[config.mk]
export PLATFORM = sky130hd
export DESIGN_NAME = tvo_fifo
export DESIGN_NICKNAME = d
export VERILOG_FILES = /design/src/hw/rtl/tvo_pkg.sv /design/src/hw/rtl/tvo_fifo.sv
export SDC_FILE = /design/constraint.sdc
export NUM_CORES = 1
export LEC_CHECK = 0
export BUFFER_PORTS_ARGS = -buffer_cell sky130_fd_sc_hd__clkbuf_2
export CAP_MARGIN = 5
export CORE_AREA = 2 2 121 147
export DETAILED_ROUTE_END_ITERATION = 16
export DIE_AREA = 0 0 123 149
export GPL_TIMING_DRIVEN = 0
export HOLD_SLACK_MARGIN = 0.05
export PLACE_DENSITY = 0.58
export SYNTH_ARGS = -nofsm -noshare
export SYNTH_HDL_FRONTEND = slang
export SYNTH_SLANG_ARGS = --single-unit
export TNS_END_PERCENT = 50
[constraint.sdc]
create_clock -name clk -period 3.6 [get_ports clk]
set_input_delay 0.18 -clock clk [delete_from_list [all_inputs] [get_ports clk]]
set_output_delay 0.18 -clock clk [all_outputs]
set_load 0.03 [all_outputs]
[src/hw/rtl/tvo_pkg.sv]
// Package of the tacho velocity observer: job types, register codes,
// fixed-point coefficients and saturation helper. No dependencies.
`timescale 1ns / 1ps
package tvo_pkg;

  localparam int QUEUE_DEPTH_DEF = 2;
  localparam int DIV_BITS        = 48;
  localparam int LAST_STEP       = 8;

  // Configuration register indexes
  localparam logic [1:0] CFG_NUMERATOR = 2'd0;
  localparam logic [1:0] CFG_LIMIT     = 2'd1;
  localparam logic [1:0] CFG_TIMEOUT   = 2'd2;

  localparam logic [31:0] NUMERATOR_RST = 32'd226194671;
  localparam logic [14:0] LIMIT_RST     = 15'd2000;
  localparam logic [15:0] TIMEOUT_RST   = 16'd50;

  // Q16.24 (40-bit) and Q1.24 (25-bit) model coefficients
  localparam logic signed [39:0] GAIN_K0 = 40'sd1651045827;
  localparam logic signed [39:0] GAIN_K1 = 40'sd66639102;
  localparam logic signed [39:0] GAIN_K2 = -40'sd9563013;
  localparam logic signed [39:0] GAIN_K3 = 40'sd479828;
  localparam logic signed [24:0] LAG_T2     = 25'sd292796;
  localparam logic signed [24:0] BLEND_MEAS = 25'sd671089;
  localparam logic signed [24:0] BLEND_PRED = 25'sd16106127;
  localparam logic signed [24:0] BIAS_ERR   = 25'sd33554;
  localparam logic signed [24:0] BIAS_KEEP  = 25'sd16743662;

  // One classified tick, front to back
  typedef struct packed {
    logic        cap;
    logic        clear;
    logic [31:0] period;
    logic [15:0] volt;
    logic [15:0] count;
  } tvo_job_t;

  typedef struct packed {
    logic [31:0] numerator;
    logic [14:0] limit;
  } tvo_back_cfg_t;

  function automatic logic signed [31:0] sat32(input logic signed [65:0] x);
    logic signed [31:0] r;
    if (x > 66'sd2147483647) begin
      r = 32'sh7fffffff;
    end else if (x < -66'sd2147483648) begin
      r = 32'sh80000000;
    end else begin
      r = x[31:0];
    end
    return r;
  endfunction

endpackage

[src/hw/rtl/tvo_fifo.sv]
// Short job queue between front and back ends.
// Depends on tvo_pkg.
`timescale 1ns / 1ps
module tvo_fifo #(
  parameter int DEPTH = tvo_pkg::QUEUE_DEPTH_DEF
) (
  input  logic              clk,
  input  logic              rst_n,
  input  logic              push,
  input  tvo_pkg::tvo_job_t push_job,
  input  logic              pop,
  output tvo_pkg::tvo_job_t pop_job,
  output logic              full,
  output logic              empty
);
  import tvo_pkg::*;

  localparam int PW = (DEPTH > 1) ? $clog2(DEPTH) : 1;
  localparam int CW = $clog2(DEPTH + 1);

  tvo_job_t          mem_r [DEPTH];
  logic [PW-1:0]     wr_r, rd_r;
  logic [CW-1:0]     cnt_r;

  assign full    = (cnt_r == CW'(DEPTH));
  assign empty   = (cnt_r == '0);
  assign pop_job = mem_r[rd_r];

  always_ff @(posedge clk) begin
    if (push) begin
      mem_r[wr_r] <= push_job;
    end
  end

  // Pointers and fill level
  always_ff @(posedge clk) begin
    if (!rst_n) begin
      wr_r  <= '0;
      rd_r  <= '0;
      cnt_r <= '0;
    end else begin
      if (push) begin
        wr_r <= (wr_r == PW'(DEPTH - 1)) ? '0 : wr_r + 1'b1;
      end
      if (pop) begin
        rd_r <= (rd_r == PW'(DEPTH - 1)) ? '0 : rd_r + 1'b1;
      end
      if (push && !pop) begin
        cnt_r <= cnt_r + 1'b1;
      end else if (pop && !push) begin
        cnt_r <= cnt_r - 1'b1;
      end
    end
  end

endmodule

After elaboration in Yosys (flattened, before gate mapping):

Memories as Yosys holds them, arrays and structs flattened. A register that Yosys moved wholly into a read port is not among the register bits.
Cells that the tools add are included.

* flip-flop bits (word level): 4
* RAM bits: 132
* bits of input ports: 70
* output and inout port bits: 68
* logic and storage cells: 23
* memories: 1

* add/sub/neg operators: 4
* equality and inequality tests: 1
* multiplexer cells: 8
* reductions and logical operators: 6

Memories
* mem_r: words 2, bits a word 66, rd ports 1, clocked after Yosys merged registers in 1, write ports 1, RTL line tvo_fifo.sv:21 `tvo_job_t mem_r [DEPTH];`

Operators by type and width (count)
* 1-bit 2-to-1 mux: 6
* 2-bit 2-to-1 mux: 2
* 1-bit adder (second input constant): 2
* 2-bit by 1-bit adder with 2-bit output (second input constant): 1
* 2-bit equality test (second input constant): 1
* 1-bit logical AND: 2
* 1-bit logical NOT: 2
* 2-bit logical NOT: 1
* 2-bit nonzero test: 1
* 2-bit by 1-bit subtractor with 2-bit output (second input constant): 1

Longest topological paths before layout:

* word-level depth: 4
* gate-level depth with buffers: 5
* mapped depth without buffers: 5

Worst setup path before layout:

Ideal clock, no wire load.

* path type: flip-flop to flip-flop
* from: reg wr_r
* to: mem mem_r[0][0] (netlist name), enable pin
* setup time: 0.499 ns
* arrival time: 3.260 ns
* data required time: 3.101 ns
* path slack: -0.159 ns
* stages on the path, launching flop included: 2
* path buffers: 0
* clock period less this slack: 3.759 ns
* cells stage by stage: dfxtp_1 > nor2b_1

RTL lines
* start, declared: RTL line tvo_fifo.sv:22 `logic [PW-1:0] wr_r, rd_r;`
* start signal, assigned: RTL line tvo_fifo.sv:43 `wr_r <= (wr_r == PW'(DEPTH - 1)) ? '0 : wr_r + 1'b1;`
* end, declared: RTL line tvo_fifo.sv:21

No word-level cell before the write port.

==> run metrics <==
outcome complete, no violations; Cell variety after synth 18; syn avg cell area 21.98 um2; post-route ant nets 0; post-CTS setup buffers 0; fin crit share 52.18%; core area 0.01711 mm2; Site Rows 53; CP Capture Type primary output; hold_ws 0.1380 ns; NetSw 971.5 uW; Syn. warnings 0; Post-synth EDFFs 132; first-pass GRT wire length 14810 um; Wirelength per Cell 14.19 um; Seq. cell area 0.004064 mm2; aggregate routed wire length 9721 um; kind of critical path reg -> out; count leader, synth edfxtp_1; vias in the first global route 3069; # DRC 0; area of the multi-input gates 868.3 um2; total track usage 10.85%; final hold violation count 0; post-synth top area cell edfxtp_1; DIE WIDTH 123 um; Net Sw Frac 23.94%; GR Overflow Total 0; final setup fails 0; final total power 4058 uW; max_cap viols 0; layout cells sized above 1 52.47%; post-cts repair resize count 0; Worst EP required 3.42 ns; crit start category flop; largest net degree at the start of global routing 43; Max clock buf depth 2; launching point of the worst reg2reg path wr_r$_SDFFE_PN0P_; ys flop type edfxtp_1; async set-reset flop share out of synthesis 0%; Port Buf Inserts 137; clk sinks 137; top-level I/O count 138; Final Slew Violations 0; clock network power share 40.4%; share of the synthesized area in the top cell type 79.46%; worst slew pin tran 0.5289 ns; CP Max Fanout 10; Fill cells 1549; initial drt markers 110; top cells by area, synth edfxtp_1, mux2_2, dfxtp_1; number of hold buffers added after CTS 67; H-tree levels 4; Finished Cell Area 0.007259 mm2; top cells by count, synth edfxtp_1, mux2_2, dfxtp_1; placed inst area 0.006027 mm2; syn_nets 298; #FFs+latches synth 137; detailed-router iteration count before antenna repair 4; placed wire-length estimate 6312 um; leakage power 0.002779 uW; Hold WC Path Type in -> reg; Int Pwr 3086 uW; setup TNS 0 ns; routability cong. 0.6745; ANT cells 0; routed via count 2844; Seq pwr share 45.9%; final net count 524; worst min-delay path startpoint pop; DIE HEIGHT 149 um; Root Driver clkbuf_16; Clk Latency, worst-skew pair 0.40 ns; fraction of the yosys area taken by sequential cells 81.46%; vias per cell 4.152; Num CTS Buffers 17; die area 0.01833 mm2; clock slew at reported path FFs 0.05 ns; Logic pwr share 13.8%; Max Fclk 532.4 MHz; RSZ-0062 raised after global routing false; Peak VDD IR 0.0002133 V; area added between synthesis and finish 45.52%; initial antenna violation count 0; Initial Util 29.16%; cells after synthesis 227; CTS tree yes; Max Clock Skew 0.003758 ns; Slew headroom 64.66%; Mapped Area 0.004989 mm2; Worst Path Arrival 1.70 ns; Period minus WS final 1.878 ns; pwr dens 558.9 mW/mm2
[flip-flops by register name, summed over array words and instances, names as in the netlist, named ones only]
signal	count
wr_r	1
mem_r	132
cnt_r	2
rd_r	1
[path summary, 6_finish.rpt]
path | to | cells after the start | slack, ns
worst max-delay path | pop_job[15] | 4 | 1.72
worst min-delay path | flop | 3 | 0.14
worst max register to register | mem_r[1][12]$_DFFE_PP_ | 2 | 2.13
worst min register to register | cnt_r[1]$_SDFFE_PN0P_ | 2 | 0.52
[metrics by stage]
step                utilization (%)  setup slack [ns]  cells
floorplan                         -             1.120    227
global placement              34.79           0.03199    584
detailed placement            35.23             2.109    587
CTS                           42.43             1.654    685
global route                  42.43             1.619    685
finish                        42.43             1.722    685
[area by class of cell]
| class | instances | share of cell area, % |
|---|---|---|
| buffer | 7 | 0.8618 |
| tap | 220 | 3.792 |
| inverter | 1 | 0.05171 |
| timing repair buffer | 207 | 19.61 |
| multi-input combinational | 82 | 11.96 |
| clock inverter | 12 | 1.775 |
| clock buffer | 19 | 5.963 |
| sequential | 137 | 55.98 |
[worst max-delay path, cell delays in order (launching register included)]
cell	delay, ns
dfxtp_1	0.34
buf_4	0.23
buf_6	0.19
mux2_2	0.35
clkbuf_2	0.19
[cell families (layout without fill, tap and decap cells)]
logic type | Yosys count | count (layout) | synth area share (%)
adder cells (fa/ha/maj) | 1 | 1 | 0.2508
AO/OA/AOI/OAI | 3 | 3 | 0.4013
multiplexers | 66 | 66 | 14.90
flip-flops | 137 | 137 | 81.46
AND/OR/NAND/NOR | 9 | 9 | 1.129
XOR/XNOR | 3 | 3 | 0.5268
buffers and inverters | 8 | 246 | 1.329
[power groups by stage]
stage | sequential (uW) | combinational [uW] | clock (uW)
final | 1860 | 558 | 1640
after global routing | 1870 | 598 | 1750
after global placement | 1900 | 489 | 0
after detailed placement | 1900 | 511 | 0
after floorplan | 1890 | 338 | 0
after CTS | 1860 | 571 | 1700
[layout by cell type, fill, tap and decap left out, drive strengths merged]
| master | n |
|---|---|
| clkbuf | 156 |
| edfxtp | 132 |
| dlygate4sd3 | 67 |
| mux2 | 66 |
| buf | 10 |
| clkinv | 8 |
| dfxtp | 5 |
| and2 | 4 |
| xor2 | 2 |
| clkinvlp | 2 |
| bufinv | 2 |
| nor2b | 2 |
| inv | 1 |
| nor2 | 1 |
| and2b | 1 |
| xnor2 | 1 |
| o21a | 1 |
| o21ai | 1 |
| or3 | 1 |
| a21boi | 1 |
| ha | 1 |
[layer usage]
metal | GRT usage (%) | wire, um | vias to the layer above
met5 | 0 | 0 | -
met4 | 5.114 | 158 | 0
met3 | 3.670 | 542 | 10
met2 | 19.12 | 5144 | 92
met1 | 11.54 | 3876 | 1392
li1 | - | - | 1350
(Power assumes the default switching activity.)
