**config.mk**
```make
export PLATFORM = sky130hd
export DESIGN_NAME = tvo_front
export DESIGN_NICKNAME = d
export VERILOG_FILES = /design/src/hw/rtl/tvo_pkg.sv /design/src/hw/rtl/tvo_front.sv
export SDC_FILE = /design/constraint.sdc
export NUM_CORES = 1
export LEC_CHECK = 0
export ABC_AREA = 1
export BUFFER_PORTS_ARGS = -buffer_cell sky130_fd_sc_hd__buf_4
export CORE_ASPECT_RATIO = 1.5
export CORE_MARGIN = 2
export CORE_UTILIZATION = 35
export CTS_BUF_LIST = sky130_fd_sc_hd__clkbuf_4
export DETAILED_ROUTE_END_ITERATION = 10
export HOLD_SLACK_MARGIN = 0.05
export PLACE_DENSITY = 0.57
export SLEW_MARGIN = 15
export SYNTH_ARGS = -nofsm -noshare
export SYNTH_HDL_FRONTEND = slang
export SYNTH_SLANG_ARGS = --single-unit
```
**constraint.sdc**
```tcl
create_clock -name clk -period 8.73 [get_ports clk]
set_input_delay 0.4365 -clock clk [delete_from_list [all_inputs] [get_ports clk]]
set_output_delay 0.4365 -clock clk [all_outputs]
set_load 0.01 [all_outputs]
```
**src/hw/rtl/tvo_pkg.sv**
```systemverilog
// Package of the tacho velocity observer: job types, register codes,
// fixed-point coefficients and saturation helper. No dependencies.
`timescale 1ns / 1ps
package tvo_pkg;

  localparam int QUEUE_DEPTH_DEF = 2;
  localparam int DIV_BITS        = 48;
  localparam int LAST_STEP       = 8;

  // Configuration register indexes
  localparam logic [1:0] CFG_NUMERATOR = 2'd0;
  localparam logic [1:0] CFG_LIMIT     = 2'd1;
  localparam logic [1:0] CFG_TIMEOUT   = 2'd2;

  localparam logic [31:0] NUMERATOR_RST = 32'd226194671;
  localparam logic [14:0] LIMIT_RST     = 15'd2000;
  localparam logic [15:0] TIMEOUT_RST   = 16'd50;

  // Q16.24 (40-bit) and Q1.24 (25-bit) model coefficients
  localparam logic signed [39:0] GAIN_K0 = 40'sd1651045827;
  localparam logic signed [39:0] GAIN_K1 = 40'sd66639102;
  localparam logic signed [39:0] GAIN_K2 = -40'sd9563013;
  localparam logic signed [39:0] GAIN_K3 = 40'sd479828;
  localparam logic signed [24:0] LAG_T2     = 25'sd292796;
  localparam logic signed [24:0] BLEND_MEAS = 25'sd671089;
  localparam logic signed [24:0] BLEND_PRED = 25'sd16106127;
  localparam logic signed [24:0] BIAS_ERR   = 25'sd33554;
  localparam logic signed [24:0] BIAS_KEEP  = 25'sd16743662;

  // One classified tick, front to back
  typedef struct packed {
    logic        cap;
    logic        clear;
    logic [31:0] period;
    logic [15:0] volt;
    logic [15:0] count;
  } tvo_job_t;

  typedef struct packed {
    logic [31:0] numerator;
    logic [14:0] limit;
  } tvo_back_cfg_t;

  function automatic logic signed [31:0] sat32(input logic signed [65:0] x);
    logic signed [31:0] r;
    if (x > 66'sd2147483647) begin
      r = 32'sh7fffffff;
    end else if (x < -66'sd2147483648) begin
      r = 32'sh80000000;
    end else begin
      r = x[31:0];
    end
    return r;
  endfunction

endpackage

```
**src/hw/rtl/tvo_front.sv**
```systemverilog
// Front end: accepts ticks, computes tacho period, timeout and capture count.
// Depends on tvo_pkg.
`timescale 1ns / 1ps
module tvo_front (
  input  logic             clk,
  input  logic             rst_n,
  input  logic             in_valid,
  input  logic             in_stall,
  input  logic             in_capture_event,
  input  logic [31:0]      in_count_now,
  input  logic [31:0]      in_capture_rise,
  input  logic [31:0]      in_capture_fall,
  input  logic signed [16:0] in_drive_voltage,
  input  logic [15:0]      timeout_ticks,
  output logic             push,
  output tvo_pkg::tvo_job_t job
);
  import tvo_pkg::*;

  logic [15:0] ticks_r, ticks_nxt;
  logic [15:0] count_r, count_nxt;
  logic [31:0] age_rise, age_fall;
  logic [15:0] ticks_inc;

  assign push     = in_valid && !in_stall;
  assign age_rise = in_count_now - in_capture_rise;
  assign age_fall = in_count_now - in_capture_fall;
  assign ticks_inc = (ticks_r != 16'hffff) ? ticks_r + 16'd1 : ticks_r;

  // Classify the tick
  always_comb begin
    ticks_nxt  = ticks_r;
    count_nxt  = count_r;
    job.cap    = in_capture_event;
    job.clear  = 1'b0;
    job.period = (age_rise < age_fall) ? in_capture_rise - in_capture_fall
                                       : in_capture_fall - in_capture_rise;
    job.volt   = in_drive_voltage[16] ? 16'd0 : in_drive_voltage[15:0];
    if (push) begin
      if (in_capture_event) begin
        ticks_nxt = '0;
        count_nxt = count_r + 16'd1;
      end else if (ticks_inc > timeout_ticks) begin
        ticks_nxt = '0;
        job.clear = 1'b1;
      end else begin
        ticks_nxt = ticks_inc;
      end
    end
    job.count = count_nxt;
  end

  always_ff @(posedge clk) begin
    if (!rst_n) begin
      ticks_r <= '0;
      count_r <= '0;
    end else begin
      ticks_r <= ticks_nxt;
      count_r <= count_nxt;
    end
  end

endmodule

```
### Word-level counts from Yosys, hierarchy flattened

Cells that the tools add are included.

| word-level totals | value |
|---|---|
| register bits after elaboration | 32 |
| bits of input ports | 134 |
| output and inout bits | 67 |
| logic and storage cells | 23 |

| cells by class | value |
|---|---|
| $add $sub $neg | 6 |
| $lt $le $gt $ge | 2 |
| equality and inequality tests | 1 |
| mux-type cells | 10 |
| reduce and logical (&&, ||, !) cells | 2 |

Operator list:

| operator | number |
|---|---|
| $sub 32x32->32 | 4 |
| $mux 16 | 6 |
| $add 16x1->16 const B | 2 |
| $lt 32x32->1 | 1 |
| $mux 32 | 1 |
| $gt 16x16->1 | 1 |
| $ne 16x16->1 const B | 1 |
| $mux 1 | 3 |
| $logic_and 1x1->1 | 1 |
| $logic_not 1->1 | 1 |

### Longest topological paths before layout

| depth | value |
|---|---|
| depth in word-level cells | 6 |
| depth in mapped cells | 26 |
| mapped depth without buffers | 25 |

### Worst setup path before layout

Ideal clock, no wire load.

| path | value |
|---|---|
| path kind | input port to output port |
| from | input port in_count_now[0] |
| to | output port job[35] (netlist name) |
| arrival time | 3.163 ns |
| slack | 5.131 ns |
| cell stages on the path | 22 |
| cell sequence | inv_1 ha_1 inv_1 fa_1 nand3_1 nand3_1 a21oi_1 o21ai_1 nand3_1 nand2_1 nand2_1 nand2_1 ha_1 nand2_1 nor2_1 nand2_1 nor4_2 nand2_1 buf_2 buf_2 nand3_1 nand2_1 |

RTL lines:

| element | RTL line | RTL |
|---|---|---|
| start: declaration | tvo_front.sv:10 | `input logic [31:0] in_count_now,` |
| end: declaration | tvo_front.sv:16 | `output tvo_pkg::tvo_job_t job` |

==> flow_summary_export.csv <==
group,metric,value,unit
run_status,status,"finished, final reports clean",
logic_synthesis,yosysTopAreaCell,"nand2_1",
timing,finalHoldViolCount,0,
logic_synthesis,avgSynthCellArea,5.33,um2
worst_setup_path,cp_max_fo,31,
layout,areaGrowthSynthToFinish,15.9,%
placed_design,dpl.cell_count,2853,
routing,drc,0,
floorplan,die_w,155,um
clock_tree,postCtsSetupBuffers,0,
worst_setup_path,crit_chain,"buf_4, inv_1, ha_1, inv_1, fa_1, nand3_1, nand3_1, a21oi_1, o21ai_1, nand3_1, nand2_1, nand2_1, nand2_1, ha_1, nand2_1, nor2_1, nand2_1, nor4_2, nand2_1, buf_4, nand2_1, nand2_1, nand2_1, buf_4",
clock_tree,cts_tree,"done",
placed_design,globalplace.congestion,0.978,
logic_synthesis,synth_nets,2571,
placed_design,postPlaceCellArea,13900,um2
layout,finish.utilization,41.0,%
layout,diodes,0,
placed_design,hpwl,43900,um
timing,drv_slew,0,
layout,fin_nets,2746,
floorplan,initial_core_util,35.4,%
logic_synthesis,yosys.cell_types.count,41,
routing,drt_iter0_drc,708,
worst_setup_path,path_class,"in2out",
timing,timing.final.ws_setup,3.06,ns
clock_tree,clock-root-buffer,"clkbuf_4",
worst_hold_path,holdPathEnd,"count_r[1]",
logic_synthesis,synth_top_area_share,26.1,%
floorplan,num_rows,83,
power,p_leak,8.14,nW
worst_setup_path,path_common_cell,"nand2_1",
global_route,grt_max_degree,33,
clock_tree,htree_levels,2,
worst_setup_path,critPathLaunchType,"input port",
logic_synthesis,synth.cell_area,12000,um2
timing,finalSetupTns,0,ns
clock_tree,ctsResizeCount,0,
worst_setup_path,end_kind,"primary output",
routing,first_pass_iters,7,
routing,routedWlPerCell,17.1,um
worst_setup_path,cp.required,8.29,ns
logic_synthesis,synthTopCellsByArea,"nand2_1, ha_1, inv_1",
floorplan,die_area,35900,um2
timing,whs,0.482,ns
timing,tightestPinTransition,1.07,ns
clock_tree,clk_pin_slew,0.10,ns
global_route,grt_pass1_vias,14635,
clock_tree,clock_latency,0.36,ns
logic_synthesis,syn_inst,2260,
timing,slew_headroom,28.3,%
worst_setup_path,r2r-end,"ticks_r[12]",
clock_tree,cts_buffers,5,
worst_hold_path,hold_depth,4,
routing,finalWirelength,48800,um
power,power_density,96.7,nW/um2
worst_setup_path,worstReg2RegStart,"ticks_r[0]",
placed_design,port_buffers,200,
worst_setup_path,slowest_delay,0.81,ns
placed_design,pre_cts_slack,3.02,ns
layout,instances_no_fill,2861,
clock_tree,clock-sinks,32,
logic_synthesis,ys_seq_elements,32,
flow_run,max_cap_viol_count,0,
timing,max_freq,176,MHz
floorplan,io_pins,201,
worst_hold_path,min_path_type,"in2reg",
routing,routed-via-count,14351,
timing,period_needed,5.67,ns
logic_synthesis,yosysSeqAreaShare,5.32,%
clock_tree,clockBufferDepth,2,
layout,stdcell_area,14000,um2
global_route,grt_usage,26.7,%
worst_hold_path,hp-start,"in_capture_event",
logic_synthesis,dominantRegCellSynth,"dfxtp_1",
worst_setup_path,slowest_stage,"nand2_1",
timing,fin_skew,0.0154,ns
timing,setup_viol,0,
logic_synthesis,synth-edff-count,0,
layout,drive_gt1_share,11.7,%
global_route,grt_overflow,0,
floorplan,die_height,231,um
power,ir_drop,0.0000681,V
logic_synthesis,synth_async_sr_flop_share,0,%
logic_synthesis,yosys_warnings,0,
clock_tree,cts_hold_buf,0,
timing,fin_crit_sh,65.0,%
worst_setup_path,reg2reg_slack,5.68,ns
global_route,grt_pass1_wl,74500,um
global_route,antenna_found_initial,0,
worst_setup_path,cp.arrival,5.23,ns
routing,vias_per_cell,5.02,
routing,ant_nets,0,
floorplan,core_area,34100,um2
worst_setup_path,r2r_cells,19,
power,power,1.35,mW
timing,rsz0062_at_grt,"no",
==> placed cells by master (no fill, tap or decap), types with 2 or more instances in the layout <==
cell,Yosys,layout
clkinv_2,0,2
fa_1,4,4
o21ai_1,10,10
nor2_8,2,2
nor3_1,23,23
a21o_1,6,6
clkbuf_4,0,5
nand3_1,131,131
xor2_1,64,64
nor4_2,3,3
nor2_2,12,12
a21oi_1,177,177
o21ai_0,54,54
nor4_1,3,3
clkinv_1,5,6
ha_1,173,173
nand2_2,9,9
inv_1,368,367
xnor2_1,26,26
nand2_4,2,2
a21oi_2,6,6
dfxtp_1,32,32
buf_4,9,203
o21a_1,14,14
nor2_4,5,5
o21bai_1,7,7
nand4_1,29,29
or2_2,4,4
nand3b_1,10,10
nor2_1,170,170
nand2_1,839,839
inv_2,29,29
==> where the power goes <==
group | switching, mW | internal, mW | leakage, nW | total [mW]
Clock | 0.0585 | 0.0308 | 0.0349 | 0.0893
Combinational | 0.696 | 0.418 | 7.85 | 1.11
Sequential | 0.000779 | 0.147 | 0.258 | 0.147
==> layout make-up <==
| cell class | count | area (um2) |
|---|---|---|
| Sequential cell | 32 | 641 |
| Clock inverter | 3 | 18.8 |
| Timing Repair Buffer | 203 | 1520 |
| Tap cell | 425 | 532 |
| Fill cell | 3924 | 20100 |
| Inverter | 403 | 1520 |
| Clock buffer | 5 | 37.5 |
| Multi-Input combinational cell | 1790 | 9690 |
==> worst max-delay path, delay by kind of cell <==
kind | cells | cell delay [ns]
adder cells (fa/ha/maj) | 3 | 0.90
buffers and inverters | 5 | 0.61
AO/OA/AOI/OAI | 2 | 0.68
AND/OR/NAND/NOR | 14 | 2.58
==> metal layers <==
metal  up-vias  GRT usage (%)  share of wire (%)
met5         -              0                  0
met2       381           52.9                 53
met3       147           1.16                3.1
met4         0           19.1                8.3
li1       7429              -                  -
met1      6394           25.9                 36
==> worst max-delay path by stage <==
stage | startpoint | to | slack (ns) | cells after the start
6_report | in_count_now[0] | job[63] | 3.06 | 24
5_1_grt | in_count_now[0] | job[54] | 2.62 | 24
4_1_cts | in_count_now[0] | job[63] | 3.01 | 24
3_5_place_dp | in_count_now[0] | job[63] | 3.02 | 24
3_3_place_gp | in_count_now[0] | job[59] | 3.14 | 24
2_1_floorplan | in_count_now[0] | job[35] | 5.13 | 22
==> synth_stat cells (all sizes together), types with 26 or more instances <==
master / number
nand2: 850
inv: 398
nor2: 189
a21oi: 183
ha: 173
nand3: 132
o21ai: 64
xor2: 64
dfxtp: 32
nand4: 29
buf: 28
xnor2: 26
==> state kept, by name, summed over array words and instances (netlist names) <==
signal,count
count_r,16
ticks_r,16
==> cells by family (layout without fill, tap and decap cells) <==
kind of cell | count (synthesis) | count (layout) | synth area share [%]
buf+inv | 438 | 614 | 14.2
compound gates | 277 | 277 | 12.3
xor+xnor | 90 | 90 | 6.54
simple gates | 1246 | 1246 | 43.0
flops | 32 | 32 | 5.32
fa+ha+maj | 177 | 177 | 18.6
(Power assumes the default switching activity.)
